### config.mk
export PLATFORM = sky130hd
export DESIGN_NAME = sct_encode
export DESIGN_NICKNAME = d
export VERILOG_FILES = /design/src/sv/sorted_coordinate_table_defines.svh /design/src/sv/sct_pkg.sv /design/src/sv/sct_encode.sv
export SDC_FILE = /design/constraint.sdc
export NUM_CORES = 1
export LEC_CHECK = 0
export ABC_AREA = 0
export BUFFER_PORTS_ARGS = -buffer_cell sky130_fd_sc_hd__buf_2
export CORE_AREA = 2 2 104 106
export DETAILED_ROUTE_END_ITERATION = 7
export DIE_AREA = 0 0 106 108
export GPL_ROUTABILITY_DRIVEN = 0
export PLACE_DENSITY = 0.65
export SLEW_MARGIN = 30
export SYNTH_ARGS = -nofsm -noshare
export SYNTH_HDL_FRONTEND = slang
export SYNTH_SLANG_ARGS = --single-unit
export TNS_END_PERCENT = 100
### constraint.sdc
create_clock -name vclk -period 1.4
set_input_delay 0.07 -clock vclk [all_inputs]
set_output_delay 0.07 -clock vclk [all_outputs]
set_load 0.01 [all_outputs]
### src/sv/sorted_coordinate_table_defines.svh
// ----------------------------------------------------------------------------
// sorted coordinate table assertion macros
// shared property wrappers for the clocked checks of the table
// ----------------------------------------------------------------------------
`ifndef SORTED_COORDINATE_TABLE_DEFINES_SVH
`define SORTED_COORDINATE_TABLE_DEFINES_SVH

// condition that must hold at every edge out of reset
`define SCT_ASSERT_HOLD(label, expr, msg) \
    label: assert property (@(posedge i_clk) disable iff (!i_rst_n) (expr)) \
        else $error(msg);

// condition that must hold in the cycle after a trigger
`define SCT_ASSERT_NEXT(label, ante, cons, msg) \
    label: assert property (@(posedge i_clk) disable iff (!i_rst_n) \
        (ante) |=> (cons)) else $error(msg);

`endif

### src/sv/sct_pkg.sv
// ----------------------------------------------------------------------------
// sorted coordinate table package
// sizes, command codes, state type and key helpers shared by the table
// ----------------------------------------------------------------------------
package sct_pkg;

    // table size and derived widths
    localparam int CAPACITY    = 256;
    localparam int CNT_W       = $clog2(CAPACITY + 1);
    localparam int COORD_W     = 16;
    localparam int KEY_W       = 2 * COORD_W;
    localparam int CMD_W       = 2;
    localparam int OUT_W       = 9;
    localparam int IN_TDATA_W  = ((CMD_W + 2 * COORD_W + 7) / 8) * 8;
    localparam int OUT_FIELD_W = 3 + 2 * OUT_W;
    localparam int OUT_TDATA_W = ((OUT_FIELD_W + 7) / 8) * 8;

    typedef logic [KEY_W-1:0] t_key;
    typedef logic [CNT_W-1:0] t_cnt;

    typedef enum logic [CMD_W-1:0] {
        CMD_LOOKUP = 2'd0,
        CMD_ROW    = 2'd1,
        CMD_INSERT = 2'd2,
        CMD_CLEAR  = 2'd3
    } t_cmd;

    typedef enum logic {
        ST_IDLE   = 1'b0,
        ST_COMMIT = 1'b1
    } t_state;

    // control broadcast to every cell of the chain
    typedef struct packed {
        logic capture;  // register order flags against the incoming word
        logic row;      // compare on y only
        logic shift;    // open a slot and insert
        logic clear;    // drop all entries
    } t_cell_ctrl;

    // signed y then signed x, as one unsigned order key
    function automatic t_key order_key(input logic [COORD_W-1:0] x,
                                       input logic [COORD_W-1:0] y);
        logic [COORD_W-1:0] msb;
        msb = {1'b1, {(COORD_W-1){1'b0}}};
        return {y ^ msb, x ^ msb};
    endfunction

endpackage

### src/sv/sct_encode.sv
// ----------------------------------------------------------------------------
// sorted coordinate table position encoder
// turns the chain's below-key thermometer into a rank
// ----------------------------------------------------------------------------
module sct_encode (
    input  logic [sct_pkg::CAPACITY-1:0] i_therm,
    output sct_pkg::t_cnt                o_rank
);
    import sct_pkg::*;

    logic [CAPACITY+1:0] w_ext;

    // a one in front, a zero behind, so exactly one step exists
    assign w_ext = {1'b0, i_therm, 1'b1};

    // or together the index of the single one-to-zero step
    always_comb begin
        o_rank = '0;
        for (int i = 0; i <= CAPACITY; i++) begin
            if (w_ext[i] && !w_ext[i+1]) begin
                o_rank = o_rank | CNT_W'(i);
            end
        end
    end

endmodule

[Word level (Yosys, flattened, before mapping)]
Cells that the tools add are included.
Cells by class
  multiplexer cells: 256
  reductions and logical operators: 510
Operator list (number)
  8-bit two-way mux: 128
  7-bit two-way mux: 64
  1-bit logical AND: 255
  1-bit logical NOT: 255
  6-bit two-way mux: 32
  5-bit two-way mux: 16
  4-bit two-way mux: 8
  3-bit two-way mux: 4
  9-bit two-way mux: 1
  2-bit two-way mux: 2
  1-bit two-way mux: 1
Word-level totals
  flip-flop bits (word level): 0
  output and inout port bits: 9
  word-level logic and storage cells: 766

[Depth between registers and ports, before layout]
Gate-level depths: netlist (run 1).
  depth in word-level cells: 258
  depth in mapped cells: 6
  mapped depth without buffers: 6

[Worst setup path after synthesis (run 1)]
OpenSTA, ideal clock, no wires.
  path kind: input-to-output
  start point: input i_therm[188] (netlist name)
  end point: output o_rank[2]
  buffers on the path: 0
  slack: 0.021 ns
  stages: 6
  arrival: 1.309 ns
  path through: nand2b_1 > o21ai_0 > or4_4 > nand4b_4 > nor4_2 > nand3_1
Between the ends
  cells in the longest elaborated chain, start to end: 71
  elaborated cells on any way between the ends: 72
  classes of those cells: mux: 69; reduce/logical: 3
Ends and longest elaborated chain
  start: declaration: line sct_encode.sv:6  | input logic [sct_pkg::CAPACITY-1:0] i_therm,
  1-bit logical NOT: line sct_encode.sv:20  | if (w_ext[i] && !w_ext[i+1]) begin
  1-bit logical AND: line sct_encode.sv:20
  8-bit two-way mux: line sct_encode.sv:20
  8-bit two-way mux * (67 in a row): line sct_encode.sv:20
  9-bit two-way mux *: line sct_encode.sv:20
  end: declaration: line sct_encode.sv:7  | output sct_pkg::t_cnt o_rank
Mark *: on every way between the ends. The rest lies on a longest branch, timed or not.

[Final worst setup path (run 1)]
  start point: input i_therm[205] (netlist name)
  end point: output o_rank[2]
Between the ends
  cells in the longest elaborated chain, start to end: 54
  elaborated cells on any way between the ends: 55
  classes of those cells: mux: 52; reduce/logical: 3
Ends and longest elaborated chain (line)
  1-bit logical NOT: sct_encode.sv:20
  1-bit logical AND: sct_encode.sv:20
  8-bit two-way mux: sct_encode.sv:20
  8-bit two-way mux * (50 in a row): sct_encode.sv:20
  9-bit two-way mux *: sct_encode.sv:20
Marked as above.

==> results of run 1 <==
==> power groups by stage <==
| stage | sequential (W) | clock [W] | combinational (W) |
|---|---|---|---|
| finish | 0 | 0 | 0.00215 |
| global route | 0 | 0 | 0.00227 |
| CTS | 0 | 0 | 0.00192 |
| detailed placement | 0 | 0 | 0.00168 |
| global placement | 0 | 0 | 0.00167 |
| floorplan | 0 | 0 | 0.000546 |
==> layout by cell type (no fill, tap or decap), drive strengths merged <==
cell type	n
nand3b	1
nand4	24
nand4b	2
o22ai	10
buf	458
o2bb2ai	3
a21oi	16
o2111ai	5
o21ai	58
o21bai	1
inv	112
nor4bb	1
nor3	21
nor2	26
nand2b	64
a2111o	1
nor4	35
nand3	19
a21boi	3
a22oi	1
or2b	2
and2b	2
nor2b	32
and3	1
a21o	5
nand2	22
a221oi	8
o221ai	1
or4	5
a2111oi	8
nor4b	4
a211oi	1
a22o	11
o22a	1
==> kinds of logic (layout without fill, tap and decap cells) <==
family | count (synthesis) | count (layout) | share of synthesized area [%]
and+or+nand+nor | 261 | 261 | 54.0
AOI/OAI and AO/OA | 133 | 133 | 30.9
buffers and inverters | 113 | 570 | 15.1
==> how the worst max path moves through the flow <==
| stage | to | slack (ns) | cells after the start | startpoint |
|---|---|---|---|---|
| 2_1_floorplan | o_rank[2] | 0.02 | 6 | i_therm[188] |
| 3_3_place_gp | o_rank[5] | -0.57 | 9 | i_therm[59] |
| 3_5_place_dp | o_rank[5] | -0.60 | 9 | i_therm[59] |
| 4_1_cts | o_rank[2] | -0.33 | 8 | i_therm[190] |
| 5_1_grt | o_rank[3] | -0.41 | 8 | i_therm[249] |
| 6_report | o_rank[2] | -0.34 | 8 | i_therm[205] |
==> critical path, delay by kind of cell <==
kind / cells / cell delay [ns]
buf+inv: 3 / 0.34
simple gates: 5 / 1.26
==> layer usage <==
metal / up-vias / wire [µm]
li1: 2737 / -
met1: 2701 / 7880
met2: 444 / 10300
met3: 100 / 2110
met4: 0 / 976
met5: - / 0
==> timing repair <==
| action | in CTS | in global routing |
|---|---|---|
| pin swaps | 45 | 32 |
| buffers inserted | 5 | 5 |
| setup endpoints to repair | 8 | 8 |
| resized for setup | 133 | 89 |
==> final cells by class <==
cell class | count | share of cell area, %
Inverter | 112 | 6.24
Tap cell | 136 | 2.51
Multi-Input combinational cell | 394 | 48.1
Timing Repair Buffer | 458 | 43.2
==> metrics by stage <==
stage | area, µm² | setup TNS, ns | total power [W]
floorplan | 2830 | 0 | 0.000546
global placement | 5700 | -3.54 | 0.00167
detailed placement | 5700 | -3.51 | 0.00168
global route | 6780 | -2.62 | 0.00227
finish | 6780 | -2.24 | 0.00215
CTS | 6330 | -1.93 | 0.00192
==> metrics, run 1 <==
run status=finished, violations left; failing checks=setup timing; GRT busiest layer=met2; area occupied by multi-input gates=0.00326 mm²; Sw Share=48.5%; I/O pins=265; startpoint types=primary input; Tmin final=1.74 ns; Cells after DPL=1091; CP endpoint kind=output pin; pre-CTS setup slack=-0.595 ns; met2 usage=61.2%; GRT Util Overall=33.6%; Synth area leader=inv_1; DR iter-0 viols=616; Fill cells=877; WL per Instance=19.3 µm; fin crit share=124%; n_diodes=0; first-pass GRT wire length=30200 µm; syn_nets=763; gr ovfl total=0; routed vias/inst=5.44; largest net degree at the start of global routing=5; final setup margin=-0.339 ns; Hold Crit Depth=2; CP max stage cell=or4_4; final count of hold timing violations=0; Slew headroom=53.4%; MaxCap Viol Count=0; area of the die=0.0114 mm²; number of detailed-route iterations in the first pass=5; Seq/Total Area, Yosys=0%; PortBufs=265; Synth area leaders=inv_1 15%, nand2b_1 14%, o21ai_0 9.9%, nor4_1 7.3%, nor2b_1 7.1%; Seq. cell area=0 µm²; P_sw=0.00104 W; Reg power frac=0%; hpwl dp=17800 µm; vias=5982; Worst Path Max Fanout=2; Die Y=108 µm; met3 usage=6.63%; die width=106 µm; Distinct cells, synth=44; critical setup path kind=primary input to output pin; hold_ws=0.327 ns; Comb pwr share=100.0%; clock buffers=0; hold crit path type=primary input to output pin; Syn Std Cell Area=0.00283 mm²; hold buffer count at CTS=0; top cells by count, synth=112 x inv_1, 63 x nand2b_1, 56 x o21ai_0, 33 x nor4_1, 32 x nor2b_1; DRC Markers=0; actual slew at the worst max-slew pin=0.691 ns; most frequent cell after synthesis=inv_1; fin util=66.3%; setup violators final=8; CP required=1.33 ns; area share of the largest cell type after synthesis=14.8%; clock power share=0%; Yosys warnings=0; layout cells sized above 1=60.6%; initial antenna violation count=0; DRT antenna net count=0; CP max stage delay=0.59 ns; Avg Synthesized Cell Area=5.59 µm²; met1 Use GR=39.4%; RSZ-0062 raised after global routing=true; Most common cell on crit path=buf_6; Post-Route WL=21200 µm; critical path arrival=1.67 ns; worst vdd ir=0.137 mV; Final Non-Filler Cells=1100; Initial Utilization=27.7%; max-slew violations=0; Layout area overhead=139%; Seq cells=0; Final Net Count=1222; Cell Int Power=0.00111 W; Syn Inst Count=507; Rows=37; number of global-route vias before repair=6056; Hold Path End=o_rank[8]; core area=0.0102 mm²; P per Cell Area=317 mW/mm²; Lkg Pwr=3.62 nW; Hold Crit Start=i_therm[255]; CP Cell Sequence=buf_6 -> nand2b_4 -> buf_6 -> nand4_1 -> or4_4 -> nor4_4 -> nand3_1 -> buf_2; Fmax=575 MHz
Power figures use the tool's default switching activity.
==> inputs of run 2 (changes only) <==
- CORE_AREA: 2 2 104 106 -> 2 2 102 104
- DIE_AREA: 0 0 106 108 -> 0 0 104 106
- PLACE_DENSITY: 0.65 -> 0.68
- SETUP_SLACK_MARGIN: not set -> 0.4
- TNS_END_PERCENT: 100 -> 5
==> metrics, run 2 (synthesized netlist as in run 1, its figures left out) <==
CP required=1.33 ns (about the same); layout cells sized above 1=52.9% (-7.7 points); Hold Crit Depth=2 (unchanged); hold_ws=0.336 ns (+0.00866 ns); postcts setup bufs=0 (-5); Final Net Count=1220 (-0.16%); routed vias/inst=5.31 (-2.4%); Seq. cell area=0 µm² (unchanged); failing checks=setup timing; CP endpoint kind=output pin; run status=finished, violations left; CP max stage delay=0.44 ns (-0.15 ns); final count of hold timing violations=0 (unchanged); hpwl dp=17500 µm (-1.6%); CP max stage cell=a2111o_1; WL per Instance=17.8 µm (-7.7%); Seq cells=0 (unchanged); clock power share=0% (unchanged); Reg power frac=0% (unchanged); number of global-route vias before repair=5796 (-4.3%); critical path arrival=1.82 ns (+0.15 ns); most common library cell in the layout ignoring fill and taps=buf_2; clock buffers=0 (unchanged); final setup margin=-0.488 ns (-0.149 ns); Layout area overhead=114%; Comb pwr share=100.0% (about the same); vias=5829 (-2.6%); initial antenna violation count=0 (unchanged); P_sw=0.000889 W (-15%); startpoint types=primary input; Hold Crit Start=i_therm[255]; area of the die=0.0110 mm² (-3.7%); RSZ-0062 raised after global routing=true; critical setup path kind=primary input to output pin; fin crit share=135% (+11 points); Most common cell on crit path=buf_2; Die Y=106 µm (-1.9%); Rows=37 (unchanged); P per Cell Area=306 mW/mm² (-3.5%); I/O pins=265 (unchanged); family with the most delay on the worst path=simple AND/OR/NAND/NOR gates; MaxCap Viol Count=0 (unchanged); Worst Path Max Fanout=2 (unchanged); GRT Util Overall=32.8% (-0.78 points); Tmin final=1.89 ns (+0.149 ns); Fmax=530 MHz (-7.9%); die width=104 µm (-1.9%); core area=0.0100 mm² (-2.3%); n_diodes=0 (unchanged); PortBufs=265 (unchanged); DRT antenna net count=0 (unchanged); Slew headroom=52.1% (-1.4 points); largest net degree at the start of global routing=5 (unchanged); Hold Path End=o_rank[8]; Fill cells=980 (+12%); Tot Pwr=0.00186 W (-14%); first-pass GRT wire length=28800 µm (-4.8%); gr ovfl total=0 (unchanged); number of detailed-route iterations in the first pass=5 (unchanged); Sw Share=47.9% (-0.63 points); worst vdd ir=0.141 mV (+3.5%); Initial Utilization=28.3% (+0.64 points); hold buffer count at CTS=0 (unchanged); setup violators final=8 (unchanged); commonest cells after routing, fill and taps aside=264 x buf_2, 190 x buf_4, 112 x inv_1, 61 x nand2b_1, 51 x o21ai_0; actual slew at the worst max-slew pin=0.712 ns (+0.0202 ns); hold crit path type=primary input to output pin; Lkg Pwr=3.31 nW (-8.5%); Post-Route WL=19600 µm (-7.9%); max-slew violations=0 (unchanged); Buf/Inv on CP=2 (-1); CP Cell Sequence=buf_2 -> nor2b_1 -> a2111o_1 -> nor4b_2 -> nand3_1 -> nor4_2 -> nand4_1 -> buf_2; Cell Int Power=0.000967 W (-13%); DR iter-0 viols=569 (-7.6%); DRC Markers=0 (unchanged)
==> run 2: changes by cell type in the layout (fill, tap and decap cells not counted), moves of 8 or more <==
| cell | delta |
|---|---|
| o21ai_2 | -10 |
| nand2b_4 | -17 |
| nand2b_1 | +16 |
| inv_2 | -8 |
| buf_2 | +20 |
| nor4_1 | +8 |
| buf_6 | -23 |
| inv_1 | +9 |
| o21ai_0 | +29 |
| o21ai_1 | -15 |
| nor4_4 | -8 |
==> run 2: layout make-up <==
| class | count | area, µm² | share of cell area (%) |
|---|---|---|---|
| Inverter | 112 | 420 | 6.94 |
| Timing Repair Buffer | 456 | 2770 | 45.7 |
| Multi-Input combinational cell | 394 | 2700 | 44.5 |
| Tap cell | 136 | 170 | 2.81 |
==> run 2: worst max-delay path by stage <==
stage	slack, ns	end	startpoint	cells after the start
6_report	-0.49	o_rank[3]	i_therm[249]	8
5_1_grt	-0.51	o_rank[3]	i_therm[249]	8
4_1_cts	-0.40	o_rank[3]	i_therm[249]	8
3_5_place_dp	-0.49	o_rank[2]	i_therm[212]	8
3_3_place_gp	-0.52	o_rank[2]	i_therm[212]	8
2_1_floorplan	0.13	o_rank[2]	i_therm[188]	6
==> run 2: power groups by stage <==
| stage | combinational [W] | clock, W | sequential [W] |
|---|---|---|---|
| 2_1_floorplan | 0.000560 | 0 | 0 |
| 3_3_place_gp | 0.00170 | 0 | 0 |
| 3_5_place_dp | 0.00171 | 0 | 0 |
| 4_1_cts | 0.00175 | 0 | 0 |
| 5_1_grt | 0.00197 | 0 | 0 |
| 6_report | 0.00186 | 0 | 0 |
==> run 2: what timing repair did <==
| action | in CTS | in global routing |
|---|---|---|
| hold endpoints to repair | 0 | 0 |
| endpoints found under the setup margin | 8 | 8 |
| pin swaps | 7 | 13 |
| gates cloned | 0 | 0 |
| resized for setup | 24 | 30 |
==> run 2: per-stage QoR <==
stage | util [%] | cell area, µm² | worst slack (ns) | TNS, ns | instances
2_1_floorplan | - | 2880 | 0.126 | 0 | 507
3_3_place_gp | 58.1 | 5810 | -0.524 | -3.13 | 1098
3_5_place_dp | 58.1 | 5810 | -0.494 | -3.00 | 1098
4_1_cts | 59.1 | 5910 | -0.400 | -2.36 | 1098
5_1_grt | 60.6 | 6060 | -0.510 | -3.22 | 1098
6_report | 60.6 | 6060 | -0.488 | -2.64 | 1098
==> run 2: layer usage <==
metal,vias to the layer above,track usage (%),wire [µm]
li1,2729,-,-
met1,2613,40.9,7660
met2,414,58.7,9290
met3,73,3.37,1740
met4,0,11.4,864
met5,-,0,0
