`src/sv/sorted_coordinate_table_defines.svh`:
```
// ----------------------------------------------------------------------------
// sorted coordinate table assertion macros
// shared property wrappers for the clocked checks of the table
// ----------------------------------------------------------------------------
`ifndef SORTED_COORDINATE_TABLE_DEFINES_SVH
`define SORTED_COORDINATE_TABLE_DEFINES_SVH

// condition that must hold at every edge out of reset
`define SCT_ASSERT_HOLD(label, expr, msg) \
    label: assert property (@(posedge i_clk) disable iff (!i_rst_n) (expr)) \
        else $error(msg);

// condition that must hold in the cycle after a trigger
`define SCT_ASSERT_NEXT(label, ante, cons, msg) \
    label: assert property (@(posedge i_clk) disable iff (!i_rst_n) \
        (ante) |=> (cons)) else $error(msg);

`endif

```
`src/sv/sct_pkg.sv`:
```
// ----------------------------------------------------------------------------
// sorted coordinate table package
// sizes, command codes, state type and key helpers shared by the table
// ----------------------------------------------------------------------------
package sct_pkg;

    // table size and derived widths
    localparam int CAPACITY    = 256;
    localparam int CNT_W       = $clog2(CAPACITY + 1);
    localparam int COORD_W     = 16;
    localparam int KEY_W       = 2 * COORD_W;
    localparam int CMD_W       = 2;
    localparam int OUT_W       = 9;
    localparam int IN_TDATA_W  = ((CMD_W + 2 * COORD_W + 7) / 8) * 8;
    localparam int OUT_FIELD_W = 3 + 2 * OUT_W;
    localparam int OUT_TDATA_W = ((OUT_FIELD_W + 7) / 8) * 8;

    typedef logic [KEY_W-1:0] t_key;
    typedef logic [CNT_W-1:0] t_cnt;

    typedef enum logic [CMD_W-1:0] {
        CMD_LOOKUP = 2'd0,
        CMD_ROW    = 2'd1,
        CMD_INSERT = 2'd2,
        CMD_CLEAR  = 2'd3
    } t_cmd;

    typedef enum logic {
        ST_IDLE   = 1'b0,
        ST_COMMIT = 1'b1
    } t_state;

    // control broadcast to every cell of the chain
    typedef struct packed {
        logic capture;  // register order flags against the incoming word
        logic row;      // compare on y only
        logic shift;    // open a slot and insert
        logic clear;    // drop all entries
    } t_cell_ctrl;

    // signed y then signed x, as one unsigned order key
    function automatic t_key order_key(input logic [COORD_W-1:0] x,
                                       input logic [COORD_W-1:0] y);
        logic [COORD_W-1:0] msb;
        msb = {1'b1, {(COORD_W-1){1'b0}}};
        return {y ^ msb, x ^ msb};
    endfunction

endpackage

```
`src/sv/sct_cell.sv`:
```
// ----------------------------------------------------------------------------
// sorted coordinate table cell
// holds one entry, compares it with the incoming word and shifts up on insert
// ----------------------------------------------------------------------------
module sct_cell (
    input  logic               i_clk,
    input  logic               i_rst_n,
    input  sct_pkg::t_cell_ctrl i_ctrl,
    input  sct_pkg::t_key      i_cmp_key,   // key of the word being accepted
    input  sct_pkg::t_key      i_ins_key,   // key of the word being committed
    input  logic               i_prev_lt,
    input  logic               i_prev_valid,
    input  sct_pkg::t_key      i_prev_key,
    output logic               o_lt,
    output logic               o_valid,
    output sct_pkg::t_key      o_key,
    output logic               o_match
);
    import sct_pkg::*;

    logic r_valid;
    logic r_lt;
    logic r_eq;
    t_key r_key;
    logic w_lt;
    logic w_eq;

    // order compare, full key or row only
    always_comb begin
        if (i_ctrl.row) begin
            w_lt = r_key[KEY_W-1:COORD_W] < i_cmp_key[KEY_W-1:COORD_W];
            w_eq = r_key[KEY_W-1:COORD_W] == i_cmp_key[KEY_W-1:COORD_W];
        end else begin
            w_lt = r_key < i_cmp_key;
            w_eq = r_key == i_cmp_key;
        end
    end

    // flags and occupancy
    always_ff @(posedge i_clk) begin
        if (!i_rst_n) begin
            r_valid <= 1'b0;
            r_lt    <= 1'b0;
            r_eq    <= 1'b0;
        end else begin
            if (i_ctrl.capture) begin
                r_lt <= r_valid & w_lt;
                r_eq <= r_valid & w_eq;
            end
            if (i_ctrl.clear) begin
                r_valid <= 1'b0;
            end else if (i_ctrl.shift && !r_lt) begin
                r_valid <= i_prev_valid;
            end
        end
    end

    // entry payload: keep, take the new word or take the neighbour's entry
    always_ff @(posedge i_clk) begin
        if (i_ctrl.shift && !r_lt) begin
            if (i_prev_lt) begin
                r_key <= i_ins_key;
            end else begin
                r_key <= i_prev_key;
            end
        end
    end

    assign o_lt    = r_lt;
    assign o_valid = r_valid;
    assign o_key   = r_key;
    assign o_match = r_eq;

endmodule

```
`config.mk`:
```
export PLATFORM = sky130hd
export DESIGN_NAME = sct_cell
export DESIGN_NICKNAME = d
export VERILOG_FILES = /design/src/sv/sorted_coordinate_table_defines.svh /design/src/sv/sct_pkg.sv /design/src/sv/sct_cell.sv
export SDC_FILE = /design/constraint.sdc
export NUM_CORES = 1
export LEC_CHECK = 0
export BUFFER_PORTS_ARGS = -buffer_cell sky130_fd_sc_hd__buf_4
export CORE_MARGIN = 4
export CORE_UTILIZATION = 40
export DETAILED_ROUTE_END_ITERATION = 8
export PLACE_DENSITY_LB_ADDON = 0.05
export SYNTH_ARGS = -nofsm -noshare
export SYNTH_HDL_FRONTEND = slang
export SYNTH_SLANG_ARGS = --single-unit
export TNS_END_PERCENT = 30
```
`constraint.sdc`:
```
create_clock -name i_clk -period 2.85 [get_ports i_clk]
set_clock_uncertainty 0.15 [all_clocks]
set_input_delay 0.285 -clock i_clk [delete_from_list [all_inputs] [get_ports i_clk]]
set_output_delay 0.285 -clock i_clk [all_outputs]
set_load 0.03 [all_outputs]
```
# Word level (Yosys, flattened, before mapping)

Cells that the tools add are included.

Logic and storage cells: 17
Flip-flop bits (word level): 35

Order comparisons: 2
Bitwise operators: 3
Equal/unequal tests: 2
Multiplexer cells: 3
Reduce and logical (&&, ||, !) cells: 3

Operator list:

| operator                    | number |
|---|---|
| 32-bit == test              | 1 |
| 32-bit less-than comparator | 1 |
| 32-bit 2-to-1 mux           | 1 |
| 16-bit == test              | 1 |
| 16-bit less-than comparator | 1 |
| 1-bit bitwise AND           | 2 |
| 1-bit 2-to-1 mux            | 2 |
| 2-bit OR reduction          | 1 |
| 1-bit logical AND           | 1 |
| 1-bit zero test             | 1 |
| 1-bit inverter              | 1 |

# Logic depth before layout (Yosys ltp)

Gate-level depths: netlist (run 1).

Word-level depth: 3
Gate-level depth with buffers: 7
Gate-level depth less buffers: 7

# Worst setup path after synthesis (run 1)

OpenSTA, ideal clock, no wires.

Kind: flip-flop to flip-flop
Start point: reg r_lt (netlist: o_lt)
End point: reg r_valid (netlist: o_valid)
Arrival: 2349 ps
Setup slack: 269 ps
Stages on the path, launching flop included: 4
Data required time: 2618 ps
Cells stage by stage: dfxtp_1 > nor2b_1 > mux2i_1 > nor3b_1

Word-level cells in the longest chain between the ends: 2

Ends and longest elaborated chain:

| element                  | line           | source |
|---|---|---|
| start: declaration       | sct_cell.sv:22 | `logic r_lt;` |
| start signal: assignment | sct_cell.sv:47 | `r_lt <= r_valid & w_lt;` |
| 1-bit zero test          | sct_cell.sv:52 | `end else if (i_ctrl.shift && !r_lt) begin` |
| 1-bit logical AND        | sct_cell.sv:52 |  |
| end signal: assignment   | sct_cell.sv:53 | `r_valid <= i_prev_valid;` |
| end: declaration         | sct_cell.sv:21 | `logic r_valid;` |

Every way passes these cells.
A chain may end at the register's enable or synchronous reset.

# Worst setup path after layout (run 1)

Start point: reg r_key[13] (netlist: o_key[13])
End point: reg r_eq (netlist: o_match)

Word-level cells in the longest chain between the ends: 3

Ends and longest elaborated chain:

| element                  | line           | source |
|---|---|---|
| start: declaration       | sct_cell.sv:24 | `t_key r_key;` |
| start signal: assignment | sct_cell.sv:62 | `r_key <= i_ins_key;` |
| start signal: assignment | sct_cell.sv:64 | `r_key <= i_prev_key;` |
| 32-bit == test           | sct_cell.sv:35 | `w_eq = r_key == i_cmp_key;` |
| 1-bit 2-to-1 mux         | sct_cell.sv:30 | `if (i_ctrl.row) begin` |
| 1-bit bitwise AND        | sct_cell.sv:48 | `r_eq <= r_valid & w_eq;` |
| end signal: assignment   | sct_cell.sv:48 |  |
| end: declaration         | sct_cell.sv:23 | `logic r_eq;` |

Every way passes these cells.

==> results of run 1 <==
## flip-flops by register name, summed over array words and instances, names as in the netlist
signal / flops
o_valid: 1
o_key: 32
o_match: 1
o_lt: 1
## critical path, stage by stage, from the launching register on
cell	delay (ns)
edfxtp_1	0.39
ha_1	0.32
nand4_1	0.18
nor4_1	0.40
a21oi_1	0.11
nand4bb_1	0.18
a21boi_1	0.17
## cells by family after synthesis
group / count (synthesis) / synth area share [%]
adders and majority gates: 33 / 17.77
DFF: 35 / 43.94
muxes: 33 / 15.94
buffers and inverters: 41 / 6.785
AOI/OAI and AO/OA: 27 / 7.486
and+or+nand+nor: 34 / 8.078
## power groups by stage
stage	logic [mW]	clock network, mW	registers [mW]
finish	0.406	0.398	0.622
global route	0.449	0.436	0.627
CTS	0.411	0.411	0.623
detailed placement	0.409	0	0.634
global placement	0.401	0	0.633
floorplan	0.145	0	0.699
## cells in the final DEF (no fill, tap or decap), types with 2 or more instances in the layout
master,count
buf_4,139
inv_1,37
ha_1,33
edfxtp_1,32
mux2_2,31
a21oi_1,11
nand2_1,7
clkbuf_8,7
nor2_1,6
nand4_1,5
nand3_1,4
nor3b_1,3
o21ai_0,3
dfxtp_1,3
a211oi_1,2
and2_1,2
## area by class of cell
cell class                 count  area, sq um  share of cell area, %
clock buffer                   8        100.1                  2.815
inverter                      37        138.9                  3.906
multi-input combinational    127         1152                  32.41
sequential                    35         1021                  28.71
tap                           72        90.09                  2.533
timing repair buffer         140         1054                  29.63
## worst min-delay path by stage
stage                    from  endpoint  depth (start not counted)
detailed placement  i_ctrl[0]   o_valid                          2
global route          i_rst_n   o_match                          2
finish              i_ctrl[3]   o_match                          3
CTS                 i_ctrl[3]   o_match                          3
global placement    i_ctrl[0]   o_valid                          2
floorplan           i_ctrl[0]   o_valid                          1
## routing by layer
layer / track usage (%) / share of wire (%) / vias up / wire [microns]
li1: - / - / 1016 / -
met1: 19.14 / 39 / 883 / 2329
met2: 29.41 / 49 / 77 / 2908
met3: 6.575 / 9.7 / 7 / 572
met4: 5.702 / 1.6 / 0 / 92
met5: 0 / 0 / - / 0
## timing repair
action / 4_1_cts / 5_1_grt
endpoints found under the hold margin: 1 / 0
setup endpoints to repair: 0 / 0
hold buffers: 1 / 0
==> results.toml, run 1 <==
[setup_path]
crit_fanout = 3
critical_path_class = "reg2reg"
critPathRequiredTime_ns = 2.92
rr_startpoint = "o_key[13]"
end_kind = "register"
startpoint = "o_key[13]"
r2r_end = "o_match"
critical_path.startpoint_type = "register"
r2r_slack_ns = 0.89
r2r_cells = 6
cp.arrival_ns = 2.03
crit_end = "o_match"

[pwr]
power.net_switching_uw = 386.7
p_leak_nw = 1.760
p_total_mw = 1.427
p_comb_share_pct = 28.4
p_int_mw = 1.040
power_frac_seq_pct = 43.6
p_clk_share_pct = 27.9
power_density_mw_per_mm2 = 401.2
swShare_pct = 27.11
ir_drop_uv = 265.2

[run]
maxCapViolations = 0

[cts]
clk_path_buf_depth = 2
cts.sinks = 35
ctsResizeCount = 0
numCtsBuffers = 5
htreeDepth = 2
post_cts_buffers = 0
cts-root-buf = "clkbuf_8"
clk_latency_ns = 0.29
cts.clk_slew.worst_paths_ns = 0.07
cts_tree = "yes"

[grt]
grt_max_degree = 33
grt_pass1_wl_microns = 9597
first_global_vias = 2105
grtUsageTotal_pct = 17.00
overflow = 0
antenna_found_initial = 0

[yosys]
synth.area.top_cells = "edfxtp_1, ha_1, mux2_2"
synthFlopType = "edfxtp_1"
synth_cells = 203
synth_area_per_cell_sq_um = 11.45
postSynth.asyncResetShare_pct = 0
yosysWarnings = 0
yosysTopAreaCell = "edfxtp_1"
synth_fp_nets = 340
yosys.area.top_type_share_pct = 41.36
synth_seq_cells = 35
synth.distinct_cells = 36
ys_seq_area_share_pct = 43.94
synth_commonest_cells = "inv_1, ha_1, edfxtp_1, mux2_2, a21oi_1"
synth_most_common_cell = "inv_1"
synth_edf_count = 32
syn_area_sq_mm = 0.002323

[detailed_routing]
drc = 0
drt_iter0_markers = 42
wl_per_cell_microns = 14.09
vias_per_cell = 4.733
drt-pass1-iter-count = 4
antenna_left = 0
routed_wirelength_microns = 5902
vias = 1983

[finish]
fillCellCount = 496
nets = 483
area_growth_pct = 53.04
drive_above_1_share_pct = 51.30
design_area_sq_mm = 0.003556
final_util_pct = 63.79
finalNonFillerCells = 419
antenna_cells = 0

[sta]
worst_slack_ns = 0.8863
holdWs_ns = 0.1406
setup_viol = 0
period_minus_slack_ns = 1.964
worst_pin_slew_ns = 0.5822
hold_viol = 0
clock.fmax_mhz = 509.2
finalMaxSlewViolations = 0
tns_ns = 0
max-slew-margin-rel_pct = 61.11
period_share_pct = 68.90
rsz0062_at_grt = "no"

[hold_path]
hp-class = "in2reg"

[placement]
dp_slack_ns = 0.8822
placed_area_sq_mm = 0.003446
place.gp.congestion = 0.7370
port_buffers = 138
place_inst = 410
dp_hpwl_microns = 5019

[floorplanning]
top_level_ports = 139
design.die.area_sq_mm = 0.007092
core_area_sq_mm = 0.005574
initial_core_util_pct = 41.68
die_y_microns = 84.22
die_w_microns = 84.22
std_cell_rows = 27

[status]
status = "finished clean"
Note: power is estimated with default switching activity, not from simulation.
==> inputs of run 2 (changes only) <==
==> constraint.sdc (replaced) <==
create_clock -name i_clk -period 2.05 [get_ports i_clk]
set_clock_uncertainty 0.15 [all_clocks]
set_input_delay 0.205 -clock i_clk [delete_from_list [all_inputs] [get_ports i_clk]]
set_output_delay 0.205 -clock i_clk [all_outputs]
set_load 0.03 [all_outputs]
==> results.toml, run 2 (synthesized netlist as in run 1, its figures left out) <==
[sta]
finalMaxSlewViolations = 0
max-slew-margin-rel_pct = 68.91
period_share_pct = 94.18
clock.fmax_mhz = 518.0
worst_pin_slew_ns = 0.4654
period_minus_slack_ns = 1.931
setup_viol = 0
worst_slack_ns = 0.1194
hold_viol = 0

[setup_path]
rr_startpoint = "o_key[14]"
cpPeakStageDelay_ns = 0.40
end_kind = "register"
crit_chain = "ha_1, a21oi_1, nand2_1, a221o_1, a211o_1, a31oi_1"
crit_fanout = 3
critPathRequiredTime_ns = 2.12
cpMaxStageDelayCell = "edfxtp_1"
critical_path.startpoint_type = "register"
cp.arrival_ns = 2.00
critical_path_class = "reg2reg"
startpoint = "o_key[14]"

[grt]
grtUsageTotal_pct = 16.01
antenna_found_initial = 0
overflow = 0
first_global_vias = 2051
grt_pass1_wl_microns = 9059
grt_max_degree = 33

[finish]
layout_commonest_cell = "buf_4"
drive_above_1_share_pct = 51.59
area_growth_pct = 53.85
antenna_cells = 0
layout_common_cells = "buf_4, inv_1, ha_1"
nets = 483
largest_register_ffs = 32
design_area_sq_mm = 0.003575
fillCellCount = 484

[placement]
dp_hpwl_microns = 4925
dp_slack_ns = 0.1131
placed_area_sq_mm = 0.003458
port_buffers = 138
place.gp.congestion = 0.7824

[pwr]
p_total_mw = 1.988
ir_drop_uv = 381.3
power_density_mw_per_mm2 = 556.1
p_leak_nw = 1.764

[floorplanning]
die_w_microns = 84.22
initial_core_util_pct = 41.68
top_level_ports = 139
die_y_microns = 84.22
std_cell_rows = 27
core_area_sq_mm = 0.005574
design.die.area_sq_mm = 0.007092

[detailed_routing]
drt-pass1-iter-count = 4
wl_per_cell_microns = 13.94
vias_per_cell = 4.764
vias = 1996
drt_iter0_markers = 72
antenna_left = 0
drc = 0
routed_wirelength_microns = 5840

[status]
status = "finished clean"

[hold_path]
hp-class = "in2reg"
hold_start = "i_rst_n"

[cts]
cts.clk_slew.worst_paths_ns = 0.07
numCtsBuffers = 5
clk_latency_ns = 0.29
cts_tree = "yes"
cts.sinks = 35
htreeDepth = 2
cts-root-buf = "clkbuf_8"
clk_path_buf_depth = 2
post_cts_buffers = 0

[run]
maxCapViolations = 0
==> run 2: cell counts in the layout (fill, tap and decap cells not counted) <==
Identical to the previous run, type by type.
==> run 2: path summary, 6_finish.rpt <==
path | end | slack (ns) | depth (start not counted)
worst min-delay path | o_match | 0.04 | 2
worst min register to register | o_match | 0.33 | 2
worst max-delay path | o_lt | 0.12 | 6
worst max register to register | o_lt | 0.12 | 6
==> run 2: metrics by stage <==
step / util (%) / std cells / hold WS (ns) / setup TNS (ns)
2_1_floorplan: - / 203 / 0.1311 / 0
3_3_place_gp: 62.04 / 410 / 0.2182 / 0
3_5_place_dp: 62.04 / 410 / 0.2222 / 0
4_1_cts: 64.02 / 419 / 0.03214 / 0
5_1_grt: 64.13 / 419 / 0.04587 / -0.01986
6_report: 64.13 / 419 / 0.03579 / 0
==> run 2: repair_timing <==
| item | CTS | global route |
|---|---|---|
| endpoints found under the setup margin | 0 | 1 |
| hold buffers | 1 | 0 |
| gates resized for setup | 0 | 1 |
| endpoints found under the hold margin | 1 | 0 |
==> run 2: final cells by class <==
type / instances / area, sq um / share of cell area, %
multi-input cells: 127 / 1159 / 32.41
repair buffers: 140 / 1066 / 29.82
inverters: 37 / 138.9 / 3.885
well taps: 72 / 90.09 / 2.520
clock buffers: 8 / 100.1 / 2.800
flip-flops and latches: 35 / 1021 / 28.56
==> run 2: report_power, final <==
group	switching, mW	internal [mW]
Combinational	0.263	0.302
Clock	0.249	0.307
Sequential	0.0274	0.839
==> run 2: metal layers <==
layer	global-route usage, %	up-vias	routed length, microns
met3	6.771	6	618
li1	-	1016	-
met4	3.947	0	66
met5	0	-	0
met2	26.97	78	2814
met1	18.89	896	2341
==> run 2: worst max-delay path: cells and delay by family, from the launching register on <==
family	cells	cell delay (ns)
compound gates	4	0.91
fa+ha+maj	1	0.32
simple gates	1	0.07
flops	1	0.40
